File: src/rtl/dasd_pkg.sv
// Shared constants, codes and calendar helper functions for the date adder.
// No dependencies; every other file of the block uses this package.
package dasd_pkg;

    // Default widths of the offset and year fields.
    localparam int OFFSET_BITS_DEF = 16;
    localparam int YEAR_BITS_DEF   = 14;

    // Upper bound on the year besides the field width.
    localparam int YEAR_LIMIT = 9999;

    // Depth of the queue between the classifier and the stepper.
    localparam int QUEUE_DEPTH = 2;

    // Reciprocal multiply for year / 25, exact for years below 2^16.
    localparam int          YEAR_CALC_BITS = 16;
    localparam int          MOD25_SHIFT    = 21;
    localparam int          QUOT_BITS      = 12;
    localparam int          PROD_BITS      = 33;
    localparam logic [16:0] MOD25_MUL      = 17'd83887;

    // Work kind decided by the front end for each item.
    localparam logic [1:0] KIND_INVALID = 2'd0;
    localparam logic [1:0] KIND_HOLD    = 2'd1;
    localparam logic [1:0] KIND_FWD     = 2'd2;
    localparam logic [1:0] KIND_BWD     = 2'd3;

    // Result status codes.
    localparam logic [1:0] STATUS_OK      = 2'd0;
    localparam logic [1:0] STATUS_INVALID = 2'd1;
    localparam logic [1:0] STATUS_RANGE   = 2'd2;

    // Largest legal year for a given year field width.
    function automatic int year_max(input int yb);
        int full;
        begin
            full = (1 << yb) - 1;
            return (full < YEAR_LIMIT) ? full : YEAR_LIMIT;
        end
    endfunction

    // Gregorian leap rule from the low year bits and the year modulo 25.
    // A year divisible by 4 is a leap year unless it is a century that is
    // not divisible by 400; century means divisible by 4 and by 25.
    function automatic logic leap_year(input logic [3:0] yr_lo, input logic [4:0] r25);
        begin
            return (yr_lo[1:0] == 2'd0) && ((r25 != 5'd0) || (yr_lo == 4'd0));
        end
    endfunction

    // Days in a month; months outside 1..12 have no days.
    function automatic logic [4:0] days_of_month(input logic [3:0] mon, input logic leap);
        logic [4:0] len;
        begin
            case (mon)
                4'd1:    len = 5'd31;
                4'd2:    len = leap ? 5'd29 : 5'd28;
                4'd3:    len = 5'd31;
                4'd4:    len = 5'd30;
                4'd5:    len = 5'd31;
                4'd6:    len = 5'd30;
                4'd7:    len = 5'd31;
                4'd8:    len = 5'd31;
                4'd9:    len = 5'd30;
                4'd10:   len = 5'd31;
                4'd11:   len = 5'd30;
                4'd12:   len = 5'd31;
                default: len = 5'd0;
            endcase
            return len;
        end
    endfunction

    // Year modulo 25 after a step up or down by one year.
    function automatic logic [4:0] r25_inc(input logic [4:0] r25);
        begin
            return (r25 == 5'd24) ? 5'd0 : r25 + 5'd1;
        end
    endfunction

    function automatic logic [4:0] r25_dec(input logic [4:0] r25);
        begin
            return (r25 == 5'd0) ? 5'd24 : r25 - 5'd1;
        end
    endfunction

endpackage

File: src/rtl/dasd_if.sv
// Valid/ready channel interfaces for the request and response beats.
// Depends on dasd_pkg for the default field widths.
interface dasd_req_if #(
    parameter int OFFSET_BITS = dasd_pkg::OFFSET_BITS_DEF,
    parameter int YEAR_BITS   = dasd_pkg::YEAR_BITS_DEF
);
    logic                   valid;
    logic                   ready;
    logic [4:0]             in_day;
    logic [3:0]             in_month;
    logic [YEAR_BITS-1:0]   in_year;
    logic [OFFSET_BITS-1:0] offset_days;

    modport source (output valid, in_day, in_month, in_year, offset_days, input ready);
    modport sink   (input valid, in_day, in_month, in_year, offset_days, output ready);
endinterface

interface dasd_rsp_if #(
    parameter int YEAR_BITS = dasd_pkg::YEAR_BITS_DEF
);
    logic                 valid;
    logic                 ready;
    logic [4:0]           out_day;
    logic [3:0]           out_month;
    logic [YEAR_BITS-1:0] out_year;
    logic [1:0]           status;

    modport source (output valid, out_day, out_month, out_year, status, input ready);
    modport sink   (input valid, out_day, out_month, out_year, status, output ready);
endinterface

File: src/rtl/date_add_signed_days.sv
// Top level of the Gregorian date adder: front end, queue and month stepper.
// Depends on dasd_pkg, dasd_if, dasd_front, dasd_queue and dasd_back.
//
//   Channel | Direction | Beat contents
//   --------+-----------+-----------------------------------------------
//   req     | in        | in_day, in_month, in_year, offset_days
//   rsp     | out       | out_day, out_month, out_year, status
//
// The front end takes one request at a time: it accepts it, forms the year/25
// quotient, then checks and classifies it. The back end loads an item, steps it
// month by month (the last step ends in the month where the offset runs out or at
// the year limit; items with a zero offset or an invalid date take no step), and
// then moves the result into the response register. Reset clears all control state.
// Each side stalls on its own behind the two-entry queue.
module date_add_signed_days #(
    parameter int OFFSET_BITS = dasd_pkg::OFFSET_BITS_DEF,
    parameter int YEAR_BITS   = dasd_pkg::YEAR_BITS_DEF
)(
    input  logic       clk,
    input  logic       rst_n,
    dasd_req_if.sink   req,
    dasd_rsp_if.source rsp
);
    import dasd_pkg::*;

    localparam int ITEM_BITS = 5 + 4 + YEAR_BITS + 5 + OFFSET_BITS + 2;

    logic                 push_valid, push_ready;
    logic [ITEM_BITS-1:0] push_data;
    logic                 pop_valid, pop_ready;
    logic [ITEM_BITS-1:0] pop_data;

    // Validation and classification.
    dasd_front #(
        .OFFSET_BITS (OFFSET_BITS),
        .YEAR_BITS   (YEAR_BITS),
        .ITEM_BITS   (ITEM_BITS)
    ) u_front (
        .clk        (clk),
        .rst_n      (rst_n),
        .req        (req),
        .push_valid (push_valid),
        .push_ready (push_ready),
        .push_data  (push_data)
    );

    // Decoupling queue.
    dasd_queue #(
        .WIDTH (ITEM_BITS),
        .DEPTH (QUEUE_DEPTH)
    ) u_queue (
        .clk      (clk),
        .rst_n    (rst_n),
        .wr_valid (push_valid),
        .wr_ready (push_ready),
        .wr_data  (push_data),
        .rd_valid (pop_valid),
        .rd_ready (pop_ready),
        .rd_data  (pop_data)
    );

    // Month stepper and response register.
    dasd_back #(
        .OFFSET_BITS (OFFSET_BITS),
        .YEAR_BITS   (YEAR_BITS),
        .ITEM_BITS   (ITEM_BITS)
    ) u_back (
        .clk       (clk),
        .rst_n     (rst_n),
        .pop_valid (pop_valid),
        .pop_ready (pop_ready),
        .pop_data  (pop_data),
        .rsp       (rsp)
    );

endmodule

File: src/rtl/dasd_front.sv
// Front end: accepts a request beat, validates the date and classifies the work.
// Depends on dasd_pkg and dasd_req_if; pushes packed items into the queue.
module dasd_front #(
    parameter int OFFSET_BITS = dasd_pkg::OFFSET_BITS_DEF,
    parameter int YEAR_BITS   = dasd_pkg::YEAR_BITS_DEF,
    parameter int ITEM_BITS   = 5 + 4 + dasd_pkg::YEAR_BITS_DEF + 5
                                + dasd_pkg::OFFSET_BITS_DEF + 2
)(
    input  logic                 clk,
    input  logic                 rst_n,
    dasd_req_if.sink             req,
    output logic                 push_valid,
    input  logic                 push_ready,
    output logic [ITEM_BITS-1:0] push_data
);
    import dasd_pkg::*;

    localparam logic [YEAR_BITS-1:0] YEAR_MAX = YEAR_BITS'(year_max(YEAR_BITS));

    localparam logic [1:0] F_IDLE  = 2'd0;
    localparam logic [1:0] F_QUOT  = 2'd1;
    localparam logic [1:0] F_CLASS = 2'd2;

    logic [1:0]             state_reg, state_next;
    logic [4:0]             day_reg;
    logic [3:0]             mon_reg;
    logic [YEAR_BITS-1:0]   yr_reg;
    logic [OFFSET_BITS-1:0] off_reg;
    logic [QUOT_BITS-1:0]   quot_reg;

    logic [YEAR_CALC_BITS-1:0] yr_wide;
    logic [PROD_BITS-1:0]      prod;
    logic [YEAR_CALC_BITS-1:0] quot_x25;
    logic [YEAR_CALC_BITS-1:0] yr_rem;
    logic [4:0]                r25;
    logic                      leap;
    logic [4:0]                mlen;
    logic                      date_ok;
    logic [OFFSET_BITS-1:0]    mag;
    logic [1:0]                kind;

    assign req.ready = (state_reg == F_IDLE);

    // Quotient of year by 25 through the reciprocal multiply.
    assign yr_wide = YEAR_CALC_BITS'(yr_reg);
    assign prod    = PROD_BITS'(yr_wide) * PROD_BITS'(MOD25_MUL);

    // Remainder from the registered quotient: year - 16q - 8q - q.
    assign quot_x25 = (YEAR_CALC_BITS'(quot_reg) << 4) + (YEAR_CALC_BITS'(quot_reg) << 3)
                      + YEAR_CALC_BITS'(quot_reg);
    assign yr_rem   = yr_wide - quot_x25;
    assign r25      = yr_rem[4:0];

    // Date check and work classification.
    assign leap    = leap_year(yr_reg[3:0], r25);
    assign mlen    = days_of_month(mon_reg, leap);
    assign date_ok = (mon_reg >= 4'd1) && (mon_reg <= 4'd12)
                     && (yr_reg != '0) && (yr_reg <= YEAR_MAX)
                     && (day_reg != 5'd0) && (day_reg <= mlen);
    assign mag     = off_reg[OFFSET_BITS-1] ? (~off_reg + 1'b1) : off_reg;

    always_comb
    begin
        if (!date_ok)
            kind = KIND_INVALID;
        else if (off_reg == '0)
            kind = KIND_HOLD;
        else if (off_reg[OFFSET_BITS-1])
            kind = KIND_BWD;
        else
            kind = KIND_FWD;
    end

    assign push_valid = (state_reg == F_CLASS);
    assign push_data  = {day_reg, mon_reg, yr_reg, r25, mag, kind};

    // Sequencer: accept, form the quotient, then classify and push.
    always_comb
    begin
        state_next = state_reg;
        case (state_reg)
            F_IDLE:
            begin
                if (req.valid)
                    state_next = F_QUOT;
            end
            F_QUOT:
            begin
                state_next = F_CLASS;
            end
            F_CLASS:
            begin
                if (push_ready)
                    state_next = F_IDLE;
            end
            default:
            begin
                state_next = F_IDLE;
            end
        endcase
    end

    always_ff @(posedge clk or negedge rst_n)
    begin
        if (!rst_n)
            state_reg <= F_IDLE;
        else
            state_reg <= state_next;
    end

    // Held request fields and the quotient register.
    always_ff @(posedge clk)
    begin
        if (req.valid && req.ready)
        begin
            day_reg <= req.in_day;
            mon_reg <= req.in_month;
            yr_reg  <= req.in_year;
            off_reg <= req.offset_days;
        end
        if (state_reg == F_QUOT)
            quot_reg <= prod[MOD25_SHIFT +: QUOT_BITS];
    end

endmodule

File: src/rtl/dasd_queue.sv
// Small register queue that decouples the classifier from the stepper.
// No dependencies besides dasd_pkg for its default depth.
module dasd_queue #(
    parameter int WIDTH = 8,
    parameter int DEPTH = dasd_pkg::QUEUE_DEPTH
)(
    input  logic             clk,
    input  logic             rst_n,
    input  logic             wr_valid,
    output logic             wr_ready,
    input  logic [WIDTH-1:0] wr_data,
    output logic             rd_valid,
    input  logic             rd_ready,
    output logic [WIDTH-1:0] rd_data
);
    import dasd_pkg::*;

    localparam int PTR_BITS = (DEPTH > 1) ? $clog2(DEPTH) : 1;
    localparam int CNT_BITS = $clog2(DEPTH + 1);
    localparam logic [PTR_BITS-1:0] PTR_LAST = PTR_BITS'(DEPTH - 1);
    localparam logic [CNT_BITS-1:0] CNT_FULL = CNT_BITS'(DEPTH);

    logic [WIDTH-1:0]    slot_reg [DEPTH];
    logic [PTR_BITS-1:0] wr_ptr_reg, rd_ptr_reg;
    logic [CNT_BITS-1:0] count_reg;
    logic                do_wr, do_rd;

    assign wr_ready = (count_reg != CNT_FULL);
    assign rd_valid = (count_reg != '0);
    assign rd_data  = slot_reg[rd_ptr_reg];
    assign do_wr    = wr_valid && wr_ready;
    assign do_rd    = rd_valid && rd_ready;

    // Pointers and fill count.
    always_ff @(posedge clk or negedge rst_n)
    begin
        if (!rst_n)
        begin
            wr_ptr_reg <= '0;
            rd_ptr_reg <= '0;
            count_reg  <= '0;
        end
        else
        begin
            if (do_wr)
                wr_ptr_reg <= (wr_ptr_reg == PTR_LAST) ? '0 : wr_ptr_reg + 1'b1;
            if (do_rd)
                rd_ptr_reg <= (rd_ptr_reg == PTR_LAST) ? '0 : rd_ptr_reg + 1'b1;
            if (do_wr && !do_rd)
                count_reg <= count_reg + 1'b1;
            else if (do_rd && !do_wr)
                count_reg <= count_reg - 1'b1;
        end
    end

    // Entry storage.
    always_ff @(posedge clk)
    begin
        if (do_wr)
            slot_reg[wr_ptr_reg] <= wr_data;
    end

endmodule

File: src/rtl/dasd_back.sv
// Back end: steps the date month by month and registers the response beat.
// Depends on dasd_pkg and dasd_rsp_if; pops packed items from the queue.
module dasd_back #(
    parameter int OFFSET_BITS = dasd_pkg::OFFSET_BITS_DEF,
    parameter int YEAR_BITS   = dasd_pkg::YEAR_BITS_DEF,
    parameter int ITEM_BITS   = 5 + 4 + dasd_pkg::YEAR_BITS_DEF + 5
                                + dasd_pkg::OFFSET_BITS_DEF + 2
)(
    input  logic                 clk,
    input  logic                 rst_n,
    input  logic                 pop_valid,
    output logic                 pop_ready,
    input  logic [ITEM_BITS-1:0] pop_data,
    dasd_rsp_if.source           rsp
);
    import dasd_pkg::*;

    localparam logic [YEAR_BITS-1:0] YEAR_MAX = YEAR_BITS'(year_max(YEAR_BITS));
    localparam logic [YEAR_BITS-1:0] YEAR_ONE = YEAR_BITS'(1);
    localparam int CW = OFFSET_BITS + 6;

    localparam logic [1:0] B_IDLE = 2'd0;
    localparam logic [1:0] B_RUN  = 2'd1;
    localparam logic [1:0] B_DONE = 2'd2;

    // Fields of the queued item.
    logic [4:0]             q_day;
    logic [3:0]             q_mon;
    logic [YEAR_BITS-1:0]   q_yr;
    logic [4:0]             q_r25;
    logic [OFFSET_BITS-1:0] q_mag;
    logic [1:0]             q_kind;

    assign {q_day, q_mon, q_yr, q_r25, q_mag, q_kind} = pop_data;

    logic [1:0]             state_reg, state_next;
    logic [4:0]             day_reg, day_next;
    logic [3:0]             mon_reg, mon_next;
    logic [YEAR_BITS-1:0]   yr_reg, yr_next;
    logic [4:0]             r25_reg, r25_next;
    logic [OFFSET_BITS-1:0] t_reg, t_next;
    logic                   dir_reg;
    logic [1:0]             status_reg, status_next;
    logic                   finish;

    logic                   out_valid_reg;
    logic [4:0]             out_day_reg;
    logic [3:0]             out_month_reg;
    logic [YEAR_BITS-1:0]   out_year_reg;
    logic [1:0]             out_status_reg;
    logic                   out_free;

    logic [4:0]             cur_len;
    logic [CW-1:0]          t_ext, day_ext, rem_ext;
    logic [CW-1:0]          t_diff;

    assign out_free  = !out_valid_reg || rsp.ready;
    assign pop_ready = (state_reg == B_IDLE);

    assign cur_len = days_of_month(mon_reg, leap_year(yr_reg[3:0], r25_reg));
    assign t_ext   = CW'(t_reg);
    assign day_ext = CW'(day_reg);
    assign rem_ext = CW'(cur_len) - day_ext + CW'(1);
    assign t_diff  = t_ext - (dir_reg ? day_ext : rem_ext);

    // One month step in the chosen direction.
    always_comb
    begin
        day_next    = day_reg;
        mon_next    = mon_reg;
        yr_next     = yr_reg;
        r25_next    = r25_reg;
        t_next      = t_reg;
        status_next = status_reg;
        finish      = 1'b0;
        if (!dir_reg)
        begin
            // Forward: finish inside this month or move to the first of the next, stopping at 31 December of YEAR_MAX.
            if (rem_ext > t_ext)
            begin
                day_next = 5'(day_ext + t_ext);
                t_next   = '0;
                finish   = 1'b1;
            end
            else
            begin
                t_next   = OFFSET_BITS'(t_diff);
                day_next = 5'd1;
                finish   = (t_diff == '0);
                if (mon_reg == 4'd12)
                begin
                    if (yr_reg == YEAR_MAX)
                    begin
                        day_next    = 5'd31;
                        mon_next    = 4'd12;
                        status_next = STATUS_RANGE;
                        finish      = 1'b1;
                    end
                    else
                    begin
                        mon_next = 4'd1;
                        yr_next  = yr_reg + 1'b1;
                        r25_next = r25_inc(r25_reg);
                    end
                end
                else
                begin
                    mon_next = mon_reg + 4'd1;
                end
            end
        end
        else
        begin
            // Backward: finish inside this month or move to the last of the previous, stopping at 1 January of year 1.
            if (day_ext > t_ext)
            begin
                day_next = 5'(day_ext - t_ext);
                t_next   = '0;
                finish   = 1'b1;
            end
            else
            begin
                t_next = OFFSET_BITS'(t_diff);
                finish = (t_diff == '0);
                if (mon_reg <= 4'd1)
                begin
                    if (yr_reg <= YEAR_ONE)
                    begin
                        day_next    = 5'd1;
                        mon_next    = 4'd1;
                        yr_next     = YEAR_ONE;
                        status_next = STATUS_RANGE;
                        finish      = 1'b1;
                    end
                    else
                    begin
                        mon_next = 4'd12;
                        yr_next  = yr_reg - 1'b1;
                        r25_next = r25_dec(r25_reg);
                        day_next = days_of_month(4'd12, 1'b0);
                    end
                end
                else
                begin
                    mon_next = mon_reg - 4'd1;
                    day_next = days_of_month(mon_reg - 4'd1,
                                             leap_year(yr_reg[3:0], r25_reg));
                end
            end
        end
    end

    // Control sequencer of the stepper.
    always_comb
    begin
        state_next = state_reg;
        case (state_reg)
            B_IDLE:
            begin
                if (pop_valid)
                begin
                    if (q_kind == KIND_FWD || q_kind == KIND_BWD)
                        state_next = B_RUN;
                    else
                        state_next = B_DONE;
                end
            end
            B_RUN:
            begin
                if (finish)
                    state_next = B_DONE;
            end
            B_DONE:
            begin
                if (out_free)
                    state_next = B_IDLE;
            end
            default:
            begin
                state_next = B_IDLE;
            end
        endcase
    end

    always_ff @(posedge clk or negedge rst_n)
    begin
        if (!rst_n)
        begin
            state_reg     <= B_IDLE;
            out_valid_reg <= 1'b0;
        end
        else
        begin
            state_reg <= state_next;
            if (state_reg == B_DONE && out_free)
                out_valid_reg <= 1'b1;
            else if (rsp.ready)
                out_valid_reg <= 1'b0;
        end
    end

    // Working date registers and the response register.
    always_ff @(posedge clk)
    begin
        if (state_reg == B_IDLE && pop_valid)
        begin
            day_reg    <= q_day;
            mon_reg    <= q_mon;
            yr_reg     <= q_yr;
            r25_reg    <= q_r25;
            t_reg      <= q_mag;
            dir_reg    <= (q_kind == KIND_BWD);
            status_reg <= (q_kind == KIND_INVALID) ? STATUS_INVALID : STATUS_OK;
        end
        else if (state_reg == B_RUN)
        begin
            day_reg    <= day_next;
            mon_reg    <= mon_next;
            yr_reg     <= yr_next;
            r25_reg    <= r25_next;
            t_reg      <= t_next;
            status_reg <= status_next;
        end
        if (state_reg == B_DONE && out_free)
        begin
            out_day_reg    <= day_reg;
            out_month_reg  <= mon_reg;
            out_year_reg   <= yr_reg;
            out_status_reg <= status_reg;
        end
    end

    assign rsp.valid     = out_valid_reg;
    assign rsp.out_day   = out_day_reg;
    assign rsp.out_month = out_month_reg;
    assign rsp.out_year  = out_year_reg;
    assign rsp.status    = out_status_reg;

endmodule
File: src/flat_wrapper.sv
// flat-port wrapper written by rule: the top's interface ports become plain ports
module date_add_signed_days_flat import dasd_pkg::*;
#(
    parameter int OFFSET_BITS = dasd_pkg::OFFSET_BITS_DEF,
    parameter int YEAR_BITS   = dasd_pkg::YEAR_BITS_DEF
)
  (clk, rst_n, req_valid, req_in_day, req_in_month, req_in_year, req_offset_days, req_ready, rsp_valid, rsp_out_day, rsp_out_month, rsp_out_year, rsp_status, rsp_ready);
  dasd_req_if #(.OFFSET_BITS(OFFSET_BITS), .YEAR_BITS(YEAR_BITS)) req_i ();
  dasd_rsp_if #(.YEAR_BITS(YEAR_BITS)) rsp_i ();
  input  logic clk;
  input  logic rst_n;
  input wire logic [$bits(req_i.valid)-1:0] req_valid;
  input wire logic [$bits(req_i.in_day)-1:0] req_in_day;
  input wire logic [$bits(req_i.in_month)-1:0] req_in_month;
  input wire logic [$bits(req_i.in_year)-1:0] req_in_year;
  input wire logic [$bits(req_i.offset_days)-1:0] req_offset_days;
  output wire logic [$bits(req_i.ready)-1:0] req_ready;
  output wire logic [$bits(rsp_i.valid)-1:0] rsp_valid;
  output wire logic [$bits(rsp_i.out_day)-1:0] rsp_out_day;
  output wire logic [$bits(rsp_i.out_month)-1:0] rsp_out_month;
  output wire logic [$bits(rsp_i.out_year)-1:0] rsp_out_year;
  output wire logic [$bits(rsp_i.status)-1:0] rsp_status;
  input wire logic [$bits(rsp_i.ready)-1:0] rsp_ready;
  assign req_i.valid = req_valid;
  assign req_i.in_day = req_in_day;
  assign req_i.in_month = req_in_month;
  assign req_i.in_year = req_in_year;
  assign req_i.offset_days = req_offset_days;
  assign req_ready = req_i.ready;
  assign rsp_valid = rsp_i.valid;
  assign rsp_out_day = rsp_i.out_day;
  assign rsp_out_month = rsp_i.out_month;
  assign rsp_out_year = rsp_i.out_year;
  assign rsp_status = rsp_i.status;
  assign rsp_i.ready = rsp_ready;
  date_add_signed_days #(.OFFSET_BITS(OFFSET_BITS), .YEAR_BITS(YEAR_BITS)) u_core (.clk(clk), .rst_n(rst_n), .req(req_i), .rsp(rsp_i));
endmodule
File: config.mk
export PLATFORM = sky130hd
export DESIGN_NAME = date_add_signed_days_flat
export DESIGN_NICKNAME = d
export VERILOG_FILES = /design/src/rtl/dasd_pkg.sv /design/src/rtl/dasd_if.sv /design/src/rtl/date_add_signed_days.sv /design/src/rtl/dasd_front.sv /design/src/rtl/dasd_queue.sv /design/src/rtl/dasd_back.sv /design/src/flat_wrapper.sv
export SDC_FILE = /design/constraint.sdc
export NUM_CORES = 1
export LEC_CHECK = 0
export ABC_CLOCK_PERIOD_IN_PS = 11500
export BUFFER_PORTS_ARGS = -buffer_cell sky130_fd_sc_hd__buf_2
export CORE_UTILIZATION = 55
export CTS_CLUSTER_SIZE = 28
export DETAILED_ROUTE_END_ITERATION = 12
export PLACE_DENSITY = 0.8
export SYNTH_ARGS = -nofsm -noshare
export SYNTH_HDL_FRONTEND = slang
export SYNTH_SLANG_ARGS = --single-unit
File: constraint.sdc
create_clock -name clk -period 11.5 [get_ports clk]
set_clock_uncertainty 0.15 [all_clocks]
set_input_delay 2.3 -clock clk [delete_from_list [all_inputs] [get_ports clk]]
set_output_delay 2.3 -clock clk [all_outputs]
set_load 0.01 [all_outputs]
==> results of run 1 <==
layout by cell type (no fill, tap or decap), drive strengths merged, types with 5 or more instances in the layout:
| cell type | Yosys | routed |
|---|---|---|
| a211oi | 12 | 12 |
| a21o | 17 | 17 |
| a21oi | 51 | 51 |
| a221oi | 5 | 5 |
| a22oi | 5 | 5 |
| a311oi | 7 | 7 |
| a31oi | 8 | 8 |
| and2 | 5 | 5 |
| and3 | 8 | 8 |
| buf | 16 | 75 |
| clkbuf | 23 | 32 |
| clkinv | 1 | 7 |
| dfrtp | 9 | 9 |
| edfxtp | 208 | 208 |
| fa | 87 | 87 |
| ha | 172 | 172 |
| inv | 166 | 168 |
| mux2i | 49 | 49 |
| nand2 | 53 | 53 |
| nand2b | 19 | 19 |
| nand3 | 32 | 32 |
| nand4 | 12 | 12 |
| nor2 | 80 | 80 |
| nor2b | 18 | 18 |
| nor3 | 24 | 24 |
| nor4 | 12 | 12 |
| o211ai | 6 | 6 |
| o21a | 14 | 14 |
| o21ai | 64 | 64 |
| o21bai | 6 | 6 |
| o22ai | 6 | 6 |
| o31ai | 6 | 6 |
| or2 | 6 | 6 |
| or3 | 6 | 6 |
| or4 | 8 | 8 |
| xnor2 | 57 | 57 |
| xor2 | 28 | 28 |
layout make-up:
| class | count | area [um^2] | area share |
|---|---|---|---|
| multi-input combinational | 935 | 8300 | 0.487 |
| inverter | 167 | 627 | 0.0367 |
| sequential | 217 | 6470 | 0.379 |
| clock inverter | 12 | 130 | 0.00762 |
| tap | 378 | 473 | 0.0277 |
| timing repair buffer | 75 | 390 | 0.0229 |
| clock buffer | 32 | 671 | 0.0393 |
per-stage QoR:
stage	util	cell area (um^2)
3_5_place_dp	0.584	16300
5_1_grt	0.613	17100
3_3_place_gp	0.584	16300
4_1_cts	0.613	17100
2_1_floorplan	-	15600
6_report	0.613	17100
worst max path at each step:
stage                                         from                        to  slack, ns  depth (start not counted)
final                     u_core.u_back.r25_reg[2]   u_core.u_back.yr_reg[5]       3.84                         22
after global routing      u_core.u_back.r25_reg[0]   u_core.u_back.yr_reg[5]       3.28                         23
after CTS                 u_core.u_back.r25_reg[0]   u_core.u_back.yr_reg[5]       3.92                         23
after detailed placement  u_core.u_back.r25_reg[0]  u_core.u_back.yr_reg[10]       3.96                         23
after global placement    u_core.u_back.r25_reg[0]  u_core.u_back.yr_reg[10]       4.22                         23
after floorplan            u_core.u_back.yr_reg[0]   u_core.u_back.yr_reg[0]       5.02                         23
cell families (layout without fill, tap and decap cells):
| kind of cell | Yosys count | in the layout | synth area share |
|---|---|---|---|
| XOR/XNOR | 85 | 85 | 0.0476 |
| AND/OR/NAND/NOR | 298 | 298 | 0.0981 |
| flip-flops | 217 | 217 | 0.414 |
| AO/OA/AOI/OAI | 243 | 243 | 0.103 |
| multiplexers | 50 | 50 | 0.0321 |
| adder cells (fa/ha/maj) | 259 | 259 | 0.249 |
| buffers and inverters | 207 | 286 | 0.0570 |
metal layers:
layer,up-vias,track usage,wire length (um)
met5,-,0,0
met4,0,0.0615,689
met1,4980,0.333,14600
li1,4981,-,-
met2,315,0.376,15200
met3,56,0.0331,1820
==> flow_summary.toml, run 1 <==
[setup_path]
path_delay_family = "compound AO/OA/AOI/OAI gates"
path_max_fanout = 19
r2r_end = "u_core.u_back.yr_reg[5]"
cp_slowest_stage_delay_ns = 0.95
reg2reg_slack_ns = 3.84
cp_slowest_cell = "o21ai_1"
cp_common_cell = "o21ai_0"
arrival_ns = 7.65
cp-end-kind = "flop"
crit_chain = "nor2_1 -> nand3_1 -> o21ai_0 -> o21ai_0 -> o21ai_0 -> ha_1 -> inv_1 -> fa_1 -> a21o_1 -> a21oi_1 -> xnor2_1 -> nor4b_1 -> nor3_1 -> ha_1 -> a21o_1 -> a221o_1 -> nand2_1 -> o2111a_1 -> o32ai_2 -> o21ai_2 -> nand2_1 -> o21ai_1"
required_ns = 11.48
cp_num_buf_inv = 1
rr_worst_depth = 22
critPathKind = "reg2reg"
start_kind = "flop"
r2r-start = "u_core.u_back.r25_reg[2]"

[min_path]
whs_endpoint = "u_core.u_back.rsp.status[1]"
min_path_type = "reg2reg"
min_from = "u_core.u_back.status_reg[1]"
whs_path_depth = 0

[layout]
fin_cells = 1816
diodes = 0
fillCellCount = 2149
syn_to_final_growth_pct = 9.10
drive_gt1_frac = 0.0953
largest_register_ffs = 92
fin_nets = 1722

[floorplanning]
die_h_um = 171
die-area_um2 = 29100
pin_count = 70
start_util = 0.562
rows = 61
die_w_um = 171
core-area_um2 = 27900

[yosys]
ys.flop_type = "edfxtp_1"
netlist-cell-type-count = 82
synth_common_cells = "208 x edfxtp_1, 172 x ha_1, 166 x inv_1"
ys_seq_elements = 217
yosys-top-cells-area = "edfxtp_1 40%, ha_1 14%, fa_1 11%"
yosysMostFrequentCell = "edfxtp_1"
synth_edf_count = 208
syn_inst = 1359
synth_top_area_share = 0.399
yosysSeqAreaShare = 0.414
syn_area_um2 = 15600
yosysTopAreaCell = "edfxtp_1"
ys_async_sr_fraction = 0.0415
syn_avg_cell_area_um2 = 11.5
yosysWarnings = 0
synth.net_count = 1661

[clock_tree]
cts_sinks = 217
holdBufCountCts = 0
postCtsSetupBuffers = 0
cts_tree = "built"
clk_pin_slew_ns = 0.06
ctsHtreeMaxLevel = 1
cts-root-buf = "clkbuf_16"
cts_buffer_depth = 3
insertion_delay_ns = 0.52
numCtsBuffers = 24
cts_resized = 0

[sta]
setup_viol = 0
fin_crit_ns = 7.66
worst_slack_ns = 3.84
period_share = 0.666
rsz0062_at_grt = "false"
slew_viol_final = 0
relSlewSlack = 0.207
worstMarginPinSlew_ns = 1.18
max_freq_mhz = 131
setup_tns_ns = 0
hold_ws_ns = 0.326
hold_viol = 0

[placement]
pre_cts_slack_ns = 3.96
io_buffer_count = 69
place.gp.congestion = 0.914
place_inst = 1772
place_hpwl_um = 24600

[route]
ant_nets = 0
route.detailed.drc = 0
avgRoutedWirePerCell_um = 17.8
first_iter_violations = 771
num_vias = 10300
vias_per_cell = 5.69
dr.pass1.iters = 7
wl_um = 32300

[global_route]
grt_pass1_vias = 10500
grt_pass1_wl_um = 53600
grt_max_degree = 72
overflow = 0
grt_antenna_before_repair = 0
gr-usage-all-layers = 0.234

[flow_run]
drv_cap = 0

[outcome]
outcome = "completed"
Power of run 1 is left out: the tool's default activity adds up to more than one toggle a clock period on the data nets, which glitch-free logic cannot reach.
==> run 2: changes to the inputs <==
- ABC_CLOCK_PERIOD_IN_PS: 11500 -> 6400
- PLACE_DENSITY: 0.8 -> 0.83
- clock period: 11.5 -> 6.4 ns (I/O delays scaled with it)
==> flow_summary.toml, run 2 (synthesis results as in run 1) <==
[global_route]
gr-usage-all-layers = 0.233
overflow = 0
grt_max_degree = 57
grt_antenna_before_repair = 0
grt_pass1_wl_um = 53400
grt_pass1_vias = 10600

[setup_path]
crit_chain = "fa_1 -> inv_1 -> fa_1 -> inv_1 -> fa_1 -> fa_1 -> fa_1 -> fa_1 -> ha_1 -> a21o_1 -> a21oi_1 -> nor2b_1 -> o21ai_0 -> a21oi_1 -> o31ai_2 -> mux2i_1 -> nand4_1"
cp_common_cell = "fa_1"
path_max_fanout = 9
path_delay_family = "adder cells"
required_ns = 6.49
start_kind = "flop"
cp_num_buf_inv = 2
cp_slowest_stage_delay_ns = 0.70
cp_slowest_cell = "fa_1"
cp-end-kind = "flop"
critPathKind = "reg2reg"
arrival_ns = 6.21

[sta]
relSlewSlack = 0.292
hold_viol = 0
setup_viol = 0
fin_crit_ns = 6.11
period_share = 0.955
max_freq_mhz = 164
worst_slack_ns = 0.285
rsz0062_at_grt = "false"
setup_tns_ns = 0
worstMarginPinSlew_ns = 1.06
slew_viol_final = 0

[route]
avgRoutedWirePerCell_um = 17.9
top_layer = "met4"
first_iter_violations = 762
dr.pass1.iters = 5
wl_um = 32700
met1_length_um = 14400
route.detailed.drc = 0
vias_per_cell = 5.77
num_vias = 10500
met3_length_um = 1850
ant_nets = 0
wl_met2_um = 15600

[clock_tree]
cts_buffer_depth = 3
cts_tree = "built"
ctsHtreeMaxLevel = 1
cts-root-buf = "clkbuf_16"
cts_sinks = 217
postCtsSetupBuffers = 0
insertion_delay_ns = 0.52
numCtsBuffers = 23
clk_pin_slew_ns = 0.06

[floorplanning]
core-area_um2 = 27900
die_h_um = 171
start_util = 0.562
rows = 61
die_w_um = 171
pin_count = 70
die-area_um2 = 29100

[layout]
fillCellCount = 2146
ff_latch_area_um2 = 6470
fin_cells = 1825
syn_to_final_growth_pct = 9.69
mostFrequentLayoutCells = "208 x edfxtp_1, 171 x ha_1, 166 x inv_1"
diodes = 0
drive_gt1_frac = 0.104
fin_nets = 1734
multi_input_area_um2 = 8330
largest_register_ffs = 92
finish.instance_area_um2 = 17200
final_common_cell = "edfxtp_1"

[placement]
pre_cts_slack_ns = 0.0873
place_inst = 1785
place_hpwl_um = 25300
io_buffer_count = 69
dpl_cell_area_um2 = 16400
place.gp.congestion = 0.934

[outcome]
outcome = "completed"

[flow_run]
drv_cap = 0

[min_path]
min_path_type = "reg2reg"
==> run 2: metrics by stage <==
stage | util | hold WS (ns)
2_1_floorplan | - | 0.250
3_3_place_gp | 0.587 | 0.251
3_5_place_dp | 0.587 | 0.263
4_1_cts | 0.615 | 0.286
5_1_grt | 0.616 | 0.286
6_report | 0.616 | 0.280
==> run 2: final cells by class <==
type                    instances  area share
multi-input cells             935       0.485
well taps                     378      0.0276
flip-flops and latches        217       0.377
clock inverters                12      0.0104
repair buffers                 88      0.0284
inverters                     167      0.0365
clock buffers                  28      0.0346
==> run 2: path summary, 6_finish.rpt <==
path / slack [ns] / endpoint / start / depth (start not counted)
max: 0.29 / u_core.u_front.quot_reg[4] / u_core.u_front.yr_reg[5] / 17
min reg2reg: 0.28 / u_core.u_back.rsp.status[0] / u_core.u_back.status_reg[0] / 0
max in group asynchronous: 5.40 / u_core.u_queue.rd_ptr_reg / rst_n / 1
min: 0.28 / u_core.u_back.rsp.status[0] / u_core.u_back.status_reg[0] / 0
min in group asynchronous: 0.48 / u_core.u_queue.count_reg[0] / rst_n / 1
max reg2reg: 0.29 / u_core.u_front.quot_reg[4] / u_core.u_front.yr_reg[5] / 17
==> run 2: metal layers <==
metal	GRT usage	vias up
met4	0.0725	0
met3	0.0280	65
met2	0.388	350
met5	0	-
li1	-	5011
met1	0.320	5110
==> run 2: timing repair <==
item	in CTS	in global routing
hold endpoints to repair	0	0
endpoints found under the setup margin	0	42
hold buffers	0	0
resized for setup	0	10
Power of run 2 is left out for the same reason.
